===== src/rtl/serial_traffic_statistics_assert.svh =====
// Assertion macros shared by the statistics block.
`ifndef SERIAL_TRAFFIC_STATISTICS_ASSERT_SVH
`define SERIAL_TRAFFIC_STATISTICS_ASSERT_SVH

// Consequent must hold in the same cycle as the antecedent.
`define STS_ASSERT_NOW(name, clk, rstn, pre, post) \
    name: assert property (@(posedge clk) disable iff (!(rstn)) (pre) |-> (post)) \
        else $error("statistics assertion failed");

// Consequent must hold in the cycle after the antecedent.
`define STS_ASSERT_NEXT(name, clk, rstn, pre, post) \
    name: assert property (@(posedge clk) disable iff (!(rstn)) (pre) |=> (post)) \
        else $error("statistics assertion failed");

`endif


===== src/rtl/sts_pkg.sv =====
`timescale 1ns / 1ps
`default_nettype none

package sts_pkg;

    localparam int BIN_COUNT      = 256;
    localparam int BYTE_WIDTH     = 8;
    localparam int KIND_WIDTH     = 2;
    localparam int SIZE_MAX_WIDTH = 32;
    localparam int GAP_WIDTH      = 32;
    localparam int SUM_WIDTH      = 48;
    localparam int QUEUE_DEPTH    = 2;

    typedef enum logic [KIND_WIDTH-1:0] {
        KIND_BYTE   = 2'd0,
        KIND_PACKET = 2'd1,
        KIND_GAP    = 2'd2,
        KIND_CLEAR  = 2'd3
    } t_kind;

    // One-hot event class produced by the front end.
    typedef struct packed {
        logic is_byte;
        logic is_pkt;
        logic is_gap;
        logic is_clr;
    } t_op;

    typedef struct packed {
        t_op                       op;
        logic [BYTE_WIDTH-1:0]     byte_value;
        logic [SIZE_MAX_WIDTH-1:0] packet_size;
        logic                      pkt_err;
        logic [GAP_WIDTH-1:0]      gap_us;
    } t_cmd;

endpackage

`default_nettype wire


===== src/rtl/sts_fifo.sv =====
`timescale 1ns / 1ps
`default_nettype none

module sts_fifo #(
    parameter int WIDTH = 8,
    parameter int DEPTH = 2
) (
    input  wire logic             i_clk,
    input  wire logic             i_rst_n,
    input  wire logic             i_push,
    input  wire logic [WIDTH-1:0] i_din,
    output logic                  o_full,
    input  wire logic             i_pop,
    output logic [WIDTH-1:0]      o_dout,
    output logic                  o_empty
);

    localparam int PW = $clog2(DEPTH);
    localparam int CW = $clog2(DEPTH + 1);

    logic [WIDTH-1:0] r_mem [DEPTH];
    logic [PW-1:0]    r_wptr, n_wptr;
    logic [PW-1:0]    r_rptr, n_rptr;
    logic [CW-1:0]    r_count, n_count;
    logic             push_ok;
    logic             pop_ok;

    function automatic logic [PW-1:0] f_next(input logic [PW-1:0] p);
        return (p == PW'(DEPTH - 1)) ? '0 : p + PW'(1);
    endfunction

    assign o_full  = (r_count == CW'(DEPTH));
    assign o_empty = (r_count == '0);
    assign push_ok = i_push && !o_full;
    assign pop_ok  = i_pop && !o_empty;
    assign o_dout  = r_mem[r_rptr];

    always_comb begin
        n_wptr  = push_ok ? f_next(r_wptr) : r_wptr;
        n_rptr  = pop_ok ? f_next(r_rptr) : r_rptr;
        n_count = r_count;
        if (push_ok && !pop_ok) begin
            n_count = r_count + CW'(1);
        end else if (pop_ok && !push_ok) begin
            n_count = r_count - CW'(1);
        end
    end

    always_ff @(posedge i_clk) begin
        if (!i_rst_n) begin
            r_wptr  <= '0;
            r_rptr  <= '0;
            r_count <= '0;
        end else begin
            r_wptr  <= n_wptr;
            r_rptr  <= n_rptr;
            r_count <= n_count;
        end
    end

    always_ff @(posedge i_clk) begin
        if (push_ok) begin
            r_mem[r_wptr] <= i_din;
        end
    end

endmodule

`default_nettype wire


===== src/rtl/sts_front.sv =====
`timescale 1ns / 1ps
`default_nettype none

module sts_front #(
    parameter int SIZE_WIDTH = 16
) (
    input  wire logic                                i_clk,
    input  wire logic                                i_rst_n,
    input  wire logic                                i_push,
    output logic                                     o_full,
    input  wire logic [sts_pkg::KIND_WIDTH-1:0]      i_kind,
    input  wire logic [sts_pkg::BYTE_WIDTH-1:0]      i_byte_value,
    input  wire logic [SIZE_WIDTH-1:0]               i_packet_size,
    input  wire logic                                i_pkt_err,
    input  wire logic [sts_pkg::GAP_WIDTH-1:0]       i_gap_us,
    output logic                                     o_valid,
    output sts_pkg::t_cmd                            o_cmd,
    input  wire logic                                i_take
);

    localparam int SMW = sts_pkg::SIZE_MAX_WIDTH;

    sts_pkg::t_cmd cmd;
    logic          q_empty;

    // Decode the event kind into a one-hot class for the execute side.
    always_comb begin
        cmd             = '0;
        cmd.byte_value  = i_byte_value;
        cmd.packet_size = SMW'(i_packet_size);
        cmd.pkt_err     = i_pkt_err;
        cmd.gap_us      = i_gap_us;
        case (sts_pkg::t_kind'(i_kind))
            sts_pkg::KIND_BYTE:   cmd.op.is_byte = 1'b1;
            sts_pkg::KIND_PACKET: cmd.op.is_pkt  = 1'b1;
            sts_pkg::KIND_GAP:    cmd.op.is_gap  = 1'b1;
            sts_pkg::KIND_CLEAR:  cmd.op.is_clr  = 1'b1;
            default:              cmd.op.is_clr  = 1'b1;
        endcase
    end

    sts_fifo #(
        .WIDTH ($bits(sts_pkg::t_cmd)),
        .DEPTH (sts_pkg::QUEUE_DEPTH)
    ) u_cmd_q (
        .i_clk   (i_clk),
        .i_rst_n (i_rst_n),
        .i_push  (i_push),
        .i_din   (cmd),
        .o_full  (o_full),
        .i_pop   (i_take),
        .o_dout  (o_cmd),
        .o_empty (q_empty)
    );

    assign o_valid = !q_empty;

endmodule

`default_nettype wire


===== config.mk =====
export PLATFORM = sky130hd
export DESIGN_NAME = sts_front
export DESIGN_NICKNAME = d
export VERILOG_FILES = /design/src/rtl/serial_traffic_statistics_assert.svh /design/src/rtl/sts_pkg.sv /design/src/rtl/sts_fifo.sv /design/src/rtl/sts_front.sv
export SDC_FILE = /design/constraint.sdc
export NUM_CORES = 1
export LEC_CHECK = 0
export BUFFER_PORTS_ARGS = -buffer_cell sky130_fd_sc_hd__buf_4
export CAP_MARGIN = 20
export CORE_ASPECT_RATIO = 0.5
export CORE_MARGIN = 2
export CORE_UTILIZATION = 40
export CTS_CLUSTER_DIAMETER = 40
export DETAILED_ROUTE_END_ITERATION = 7
export GPL_TIMING_DRIVEN = 1
export PLACE_DENSITY_LB_ADDON = 0.12
export RECOVER_POWER = 50
export SKIP_CTS_REPAIR_TIMING = 1
export SLEW_MARGIN = 10
export SYNTH_ARGS = -nofsm -noshare
export SYNTH_HDL_FRONTEND = slang
export SYNTH_SLANG_ARGS = --single-unit

===== constraint.sdc =====
create_clock -name i_clk -period 4.9 [get_ports i_clk]
set_input_delay 0.245 -clock i_clk [delete_from_list [all_inputs] [get_ports i_clk]]
set_output_delay 0.245 -clock i_clk [all_outputs]
set_load 0.02 [all_outputs]

; ---- Word level (Yosys, flattened, before mapping)
; Memory sizes are Yosys's and may differ from the RTL's. A register that Yosys moved wholly into a read port is not among the register bits.
; Index checks and enable logic that the tools add are counted.
[totals]
register_bits = 4
n_memories = 1
mem_bits_ro = 0
mem_bits_rw = 122
output_inout_bits = 79
word_cells = 35
in_bits = 63
latch_bits = 0
[memory_table]
columns = name, words, width, rd, rd_clocked_by_memory_dff, wr, line
row1 = u_cmd_q.r_mem, 2, 61, 1, 1, 1, sts_fifo.sv:21  ; logic [WIDTH-1:0] r_mem [DEPTH];
[op_classes]
muxes = 12
bitwise = 0
eq_ne = 4
n_div = 0
n_lt_le_gt_ge = 0
n_reduce_logical = 11
mul = 0
addsub = 4
shifts = 0
[op_table]
columns = operator, count
row1 = two-way mux 1 bit, 10
row2 = "equality test 2 bit, second input constant", 3
row3 = logical AND 1 bit, 4
row4 = logical NOT 1 bit, 4
row5 = logical NOT 2 bit, 2
row6 = two-way mux 2 bit, 2
row7 = "adder 1 bit, second input constant", 2
row8 = "adder 2 x 1 -> 2 bit, second input constant", 1
row9 = "equality test 2 x 1 -> 1 bit, second input constant", 1
row10 = nonzero test 2 bit, 1
row11 = "subtractor 2 x 1 -> 2 bit, second input constant", 1

; ---- Longest topological paths before layout
; Gate-level depths: netlist of run 1.
[depth]
depth_word = 7
ltp_mapped = 7
ltp_nobuf = 7

; ---- Cells and area by module
; A second synthesis of run 1 with hierarchy kept.
[unflattened]
hier_cells = 271
area_unflattened_um2 = 5941.9
[modules_own_cells]
columns = mod, seq_area_each_um2, area_each_um2, cells_per_inst, n_inst
row1 = sts_fifo, 4724.5, 5908.2, 265, 1
row2 = sts_front, 0.0, 33.8, 6, 1

; ---- Worst setup path before layout of run 1
; No wires, ideal clock.
[synth_path]
path_kind = register -> register
startpoint = register u_cmd_q.r_count[0]
endpoint = memory u_cmd_q.r_mem[0][0] (netlist bit) (enable)
stages_incl_launch_ff = 4
path_slack_ns = 1.429
t_required_ns = 4.429
n_path_buf = 0
setup_time_ns = 0.471
arrival_time_ns = 3.000
period_less_slack_ns = 3.471
path_cell_list = dfxtp_1 nand2b_1 inv_2 nor3_2
[synth_via]
elab_chain_cells = 5
[synth_rtl]
columns = element, line
row1 = "start, declared", sts_fifo.sv:24  ; logic [CW-1:0] r_count, n_count;
row2 = "start signal, assigned", sts_fifo.sv:57  ; r_count <= n_count;
row3 = equality test 2 bit, sts_fifo.sv:32  ; assign o_full = (r_count == CW'(DEPTH));
row4 = net o_full, sts_front.sv:10  ; output logic o_full,
row5 = logical NOT 1 bit, sts_fifo.sv:34  ; assign push_ok = i_push && !o_full;
row6 = logical AND 1 bit, sts_fifo.sv:34
row7 = two-way mux 1 bit, sts_fifo.sv:62  ; if (push_ok) begin
row8 = two-way mux 1 bit (implied by the code), sts_fifo.sv:63  ; r_mem[r_wptr] <= i_din;
row9 = "end, declared", sts_fifo.sv:21
; The timed path passes the listed nets, and every way through them passes these cells.

; ---- Final worst setup path of run 1
[layout_path]
startpoint = register u_cmd_q.r_count[0]
endpoint = memory u_cmd_q.r_mem[0][13] (netlist bit) (enable)
[layout_via]
elab_chain_cells = 5
[layout_rtl]
columns = element, line
row1 = equality test 2 bit, sts_fifo.sv:32
row2 = logical NOT 1 bit, sts_fifo.sv:34
row3 = logical AND 1 bit, sts_fifo.sv:34
row4 = two-way mux 1 bit, sts_fifo.sv:62
row5 = two-way mux 1 bit (implied by the code), sts_fifo.sv:63
; No other way between the ends.

==> results.py, run 1 <==
metrics = {
    "worst_setup_path": {
        "critPathMaxStageDelay_ns": 1.23,
        "startpoint_type": "flop",
        "crit_slowest_cell": "nor3_1",
        "end_kind": "flop",
        "arrival_ns": 3.03,
        "r2r_setup_slack_ns": 1.89,
        "cp.depth": 4,
        "cp_data_required_time_ns": 4.92,
        "crit_chain": "nand2b_1, inv_1, nor3_1, buf_4",
        "cp_max_fo": 51,
        "path_class": "reg2reg",
        "r2r_cells": 4,
        "cp_num_buf_inv": 2,
        "crit_family": "simple AND/OR/NAND/NOR gates",
    },
    "synthesis": {
        "synthDominantCellAreaShare": 0.766,
        "synthMuxAreaShare": 0.144,
        "yosysTopAreaCell": "edfxtp_1",
        "ys_async_sr_fraction": 0,
        "synth_most_common_cell": "edfxtp_1",
        "synth-simple-area-share": 0.0167,
        "synthDistinctLibCells": 24,
        "synth-seq-cells": 127,
        "yosys-top-cells-count": "edfxtp_1, mux2_2, buf_4, dfxtp_1, and2_1",
        "synth-compound-area-share": 0.00680,
        "synthXorXnorAreaFrac": 0.00549,
        "ys_seq_area_frac": 0.787,
        "yosys_warnings": 0,
        "synthCells": 236,
        "netlist_area_mm2": 0.00478,
        "synth-edff-count": 122,
        "synth_fa_ha_area_frac": 0.00262,
        "synth-main-ff-cell": "edfxtp_1",
        "synth.area.top_cells": "edfxtp_1, mux2_2, buf_4",
        "syn_avg_cell_area_um2": 20.3,
        "synth_top_family_by_area": "multiplexers",
    },
    "floorplan": {
        "dieWidth_um": 159,
        "die_h_um": 81.3,
        "fp-row-count": 28,
        "initial_core_util": 0.408,
        "core_mm2": 0.0117,
        "die_area_mm2": 0.0129,
        "ios": 142,
    },
    "pwr": {
        "switchingPower_mw": 1.01,
        "power.leakage_nw": 2.31,
        "seqPwrFrac": 0.401,
        "combPwrFrac": 0.267,
        "internal_power_mw": 2.53,
        "powerDensity_mw_per_mm2": 563,
        "power.share.switching": 0.286,
        "ir_drop_uv": 241,
        "clockPowerShare": 0.332,
    },
    "global_route": {
        "grt_usage": 0.138,
        "grt_pass1_wl_um": 12700,
        "antenna_found_initial": 0,
        "grt_overflow": 0,
        "grt_pass1_vias": 2571,
        "grt_max_degree": 62,
    },
    "timing": {
        "timing.final.ws_setup_ns": 1.89,
        "worstMarginPinSlew_ns": 1.68,
        "slew_viol_final": 75,
        "hold_slack_ns": 0.0518,
        "fin_crit_sh": 0.614,
        "period_needed_ns": 3.01,
        "hold_viol_final": 0,
        "slew_headroom": -0.120,
        "clock.fmax_mhz": 332,
        "rsz0062_at_grt": "false",
        "setup_violations": 0,
        "finClkSkew_ns": 0.00841,
        "finalSetupTns_ns": 0,
    },
    "place": {
        "gp_congestion": 0.710,
        "dp_slack_ns": 2.69,
        "place_hpwl_um": 5490,
        "port-buffer-count": 125,
    },
    "cells_and_area": {
        "nFillCells": 1007,
        "n_antenna_cell": 0,
        "nNetsFinal": 439,
        "layout-drive-gt1-share": 0.487,
        "syn_to_final_growth_pct": 31.4,
    },
    "clocking": {
        "cts_buffers": 17,
        "clk_path_buf_depth": 2,
        "h-tree-depth": 4,
        "cts_root_buffer": "clkbuf_16",
        "clk_pin_slew_ns": 0.05,
        "cts_tree": "built",
        "clk_latency_ns": 0.40,
        "cts_sinks": 127,
    },
    "detailed_routing": {
        "drt_iter0_drc": 75,
        "drt_drc_violations_left": 0,
        "dr.pass1.iters": 4,
        "vias": 2460,
        "wirelength_um": 8590,
        "wl_per_cell_um": 15.5,
        "antenna_left": 0,
        "vias_per_cell": 4.45,
    },
    "min_path": {
        "hold_path_depth": 1,
        "min_path_type": "in2reg",
    },
    "job": {
        "maxCapViolations": 2,
    },
    "status": {
        "failed_checks": "max-capacitance violations, max-slew violations",
        "status": "finished, violations left",
    },
}
## per-stage QoR
stage / area, µm² / instances / utilization / power, mW
floorplan: 4840 / 251 / - / 2.07
global placement: 5850 / 521 / 0.498 / 2.42
detailed placement: 5850 / 521 / 0.498 / 2.44
CTS: 6400 / 553 / 0.546 / 3.63
global route: 6290 / 553 / 0.536 / 3.70
finish: 6290 / 553 / 0.536 / 3.54
## power by group through the flow
stage,combinational (mW),sequential (mW),clock [mW]
2_1_floorplan,0.646,1.42,0
3_3_place_gp,0.984,1.43,0
3_5_place_dp,0.997,1.44,0
4_1_cts,1.00,1.42,1.21
5_1_grt,1.01,1.43,1.26
6_report,0.944,1.42,1.17
## final cells by class
type	instances	area, µm²	share of cell area
flip-flops and latches	127	3760	0.599
multi-input cells	99	895	0.142
repair buffers	128	857	0.136
clock buffers	20	437	0.0695
well taps	165	206	0.0328
clock inverters	12	120	0.0191
inverters	2	7.51	0.00119
## path summary, 6_finish.rpt
| check | from | end |
|---|---|---|
| max | u_cmd_q.r_count[0] | u_cmd_q.r_mem[0][13] |
| min | i_packet_size[13] | u_cmd_q.r_mem[0][46] |
| max reg2reg | u_cmd_q.r_count[0] | u_cmd_q.r_mem[0][13] |
| min reg2reg | u_cmd_q.r_count[1] | u_cmd_q.r_count[1] |
## cells in the final DEF (no fill, tap or decap)
master / n
and3_2: 1
conb_1: 16
nor2b_1: 2
nor2_1: 2
mux2_1: 1
edfxtp_1: 122
xnor2_1: 2
nand2b_1: 1
or2_2: 1
nor3_1: 1
clkbuf_1: 30
inv_1: 2
or3_1: 1
dfxtp_1: 5
clkinv_4: 3
clkbuf_2: 1
xor2_1: 1
clkbuf_16: 17
clkbuf_4: 42
clkinv_2: 3
buf_4: 58
bufinv_16: 2
and2_1: 2
o21ai_0: 2
ha_1: 1
and2_0: 2
o21a_1: 1
mux2_2: 60
a21boi_0: 2
clkinvlp_4: 1
clkinv_1: 3
## sequential cells by signal, indices dropped and copies added (netlist names), named ones only
register / flops
u_cmd_q.r_mem: 122
u_cmd_q.r_wptr: 1
u_cmd_q.r_rptr: 1
u_cmd_q.r_count: 2
## logic make-up after synthesis
group | Yosys count
multiplexers | 61
AO/OA/AOI/OAI | 5
adder cells (fa/ha/maj) | 1
XOR/XNOR | 3
other | 1
buffers and inverters | 25
flip-flops | 127
AND/OR/NAND/NOR | 13
## routing by layer
layer | up-vias | global-route usage | routed length, µm
met5 | - | 0 | 0
li1 | 1160 | - | -
met1 | 1207 | 0.153 | 3460
met3 | 10 | 0.0598 | 650
met2 | 83 | 0.231 | 4400
met4 | 0 | 0.0685 | 83
Note: power is estimated with default switching activity, not from simulation.
==> inputs of run 2 (changes only) <==
clock period = 2.9 ns   (was 4.9 ns; I/O delays follow)
==> results.py, run 2 (synthesis gave the netlist of run 1 again) <==
metrics = {
    "status": {
        "status": "finished clean",
    },
    "pwr": {
        "ir_drop_uv": 527,
        "powerDensity_mw_per_mm2": 881,
        "power.leakage_nw": 2.60,
    },
    "cells_and_area": {
        "nFillCells": 898,
        "layout.area.seq_mm2": 0.00376,
        "top_register": "u_cmd_q.r_mem",
        "layout_commonest_cell": "edfxtp_1",
        "nNetsFinal": 498,
        "reg_top3": "u_cmd_q.r_mem: 122 flops, u_cmd_q.r_count: 2 flops",
        "n_antenna_cell": 0,
        "largest_reg_flops": 122,
        "syn_to_final_growth_pct": 45.7,
        "multi_input_comb_area_um2": 906,
        "layout-drive-gt1-share": 0.465,
        "final_cell_mix": "edfxtp_1, buf_4, mux2_2",
        "instances_no_fill": 612,
    },
    "timing": {
        "setup_violations": 0,
        "slew_headroom": 0.506,
        "finClkSkew_ns": 0.00539,
        "clock.fmax_mhz": 532,
        "slew_viol_final": 0,
        "worstMarginPinSlew_ns": 0.742,
        "rsz0062_at_grt": "false",
        "hold_viol_final": 0,
        "period_needed_ns": 1.88,
        "fin_crit_sh": 0.648,
        "finalSetupTns_ns": 0,
    },
    "detailed_routing": {
        "vias": 2672,
        "antenna_left": 0,
        "wl_per_cell_um": 14.6,
        "drt_drc_violations_left": 0,
        "vias_per_cell": 4.37,
        "drt_iter0_drc": 114,
        "wirelength_um": 8960,
        "dr.pass1.iters": 4,
    },
    "worst_setup_path": {
        "r2r_setup_slack_ns": 1.02,
        "cp-startpoint": "u_cmd_q.r_count[0]",
        "path_class": "reg2reg",
        "cp_data_required_time_ns": 3.00,
        "cp_max_fo": 32,
        "r2r-start": "u_cmd_q.r_count[0]",
        "startpoint_type": "flop",
        "end_kind": "flop",
        "arrival_ns": 1.98,
    },
    "clocking": {
        "clk_pin_slew_ns": 0.05,
        "cts_root_buffer": "clkbuf_16",
        "cts_sinks": 127,
        "clk_path_buf_depth": 2,
        "cts_buffers": 17,
        "cts_tree": "built",
        "clk_latency_ns": 0.41,
        "h-tree-depth": 4,
    },
    "floorplan": {
        "dieWidth_um": 159,
        "fp-row-count": 28,
        "initial_core_util": 0.408,
        "ios": 142,
        "die_area_mm2": 0.0129,
        "die_h_um": 81.3,
        "core_mm2": 0.0117,
    },
    "global_route": {
        "antenna_found_initial": 0,
        "grt_max_degree": 55,
        "grt_pass1_vias": 2618,
        "grt_pass1_wl_um": 13000,
        "grt_usage": 0.142,
        "grt_overflow": 0,
    },
    "job": {
        "maxCapViolations": 0,
    },
    "place": {
        "port-buffer-count": 125,
        "gp_congestion": 0.743,
        "place_hpwl_um": 5690,
        "place_inst": 522,
    },
    "min_path": {
        "min_path_type": "in2reg",
        "min_from": "i_kind[0]",
    },
}
run 2: routing by layer:
metal  global-route usage  part of all wire  up-vias
met3               0.0496             0.057       16
met4               0.0865             0.019        0
met1                0.157              0.40     1301
met5                    0                 0        -
met2                0.241              0.52       80
li1                     -                 -     1275
run 2: cell type report:
type,instances,area share
clock buffers,17,0.0610
clock inverters,15,0.0210
inverters,2,0.00108
multi-input cells,99,0.130
flip-flops and latches,127,0.540
well taps,165,0.0296
repair buffers,187,0.217
run 2: critical path, cell delays in order, from the launching register on:
cell and delay [ns]:
dfxtp_1 0.40, nand2b_1 0.16, and3_2 0.68, buf_12 0.29
run 2: per-stage QoR:
stage / cell area (µm²) / setup WS, ns / utilization / hold slack, ns / total power, mW
3_3_place_gp: 5880 / 1.01 / 0.501 / 0.330 / 4.11
2_1_floorplan: 4850 / 0.375 / - / 0.244 / 3.50
4_1_cts: 6450 / 0.961 / 0.550 / -0.0980 / 6.17
3_5_place_dp: 5880 / 0.961 / 0.501 / 0.333 / 4.15
6_report: 6970 / 1.02 / 0.594 / 0.102 / 6.14
5_1_grt: 6970 / 0.902 / 0.594 / 0.110 / 6.41
run 2: power by group:
group,internal (mW),leakage (nW),switching (mW)
registers,2.31,1.18,0.0648
logic,0.811,1.15,0.942
clock network,1.25,0.266,0.756
run 2: final timing paths:
| path | end | cells after the start |
|---|---|---|
| setup / recovery | u_cmd_q.r_mem[1][60] | 3 |
| setup reg to reg | u_cmd_q.r_mem[1][60] | 3 |
| hold / removal | u_cmd_q.r_mem[0][60] | 2 |
| hold reg to reg | u_cmd_q.r_count[1] | 2 |
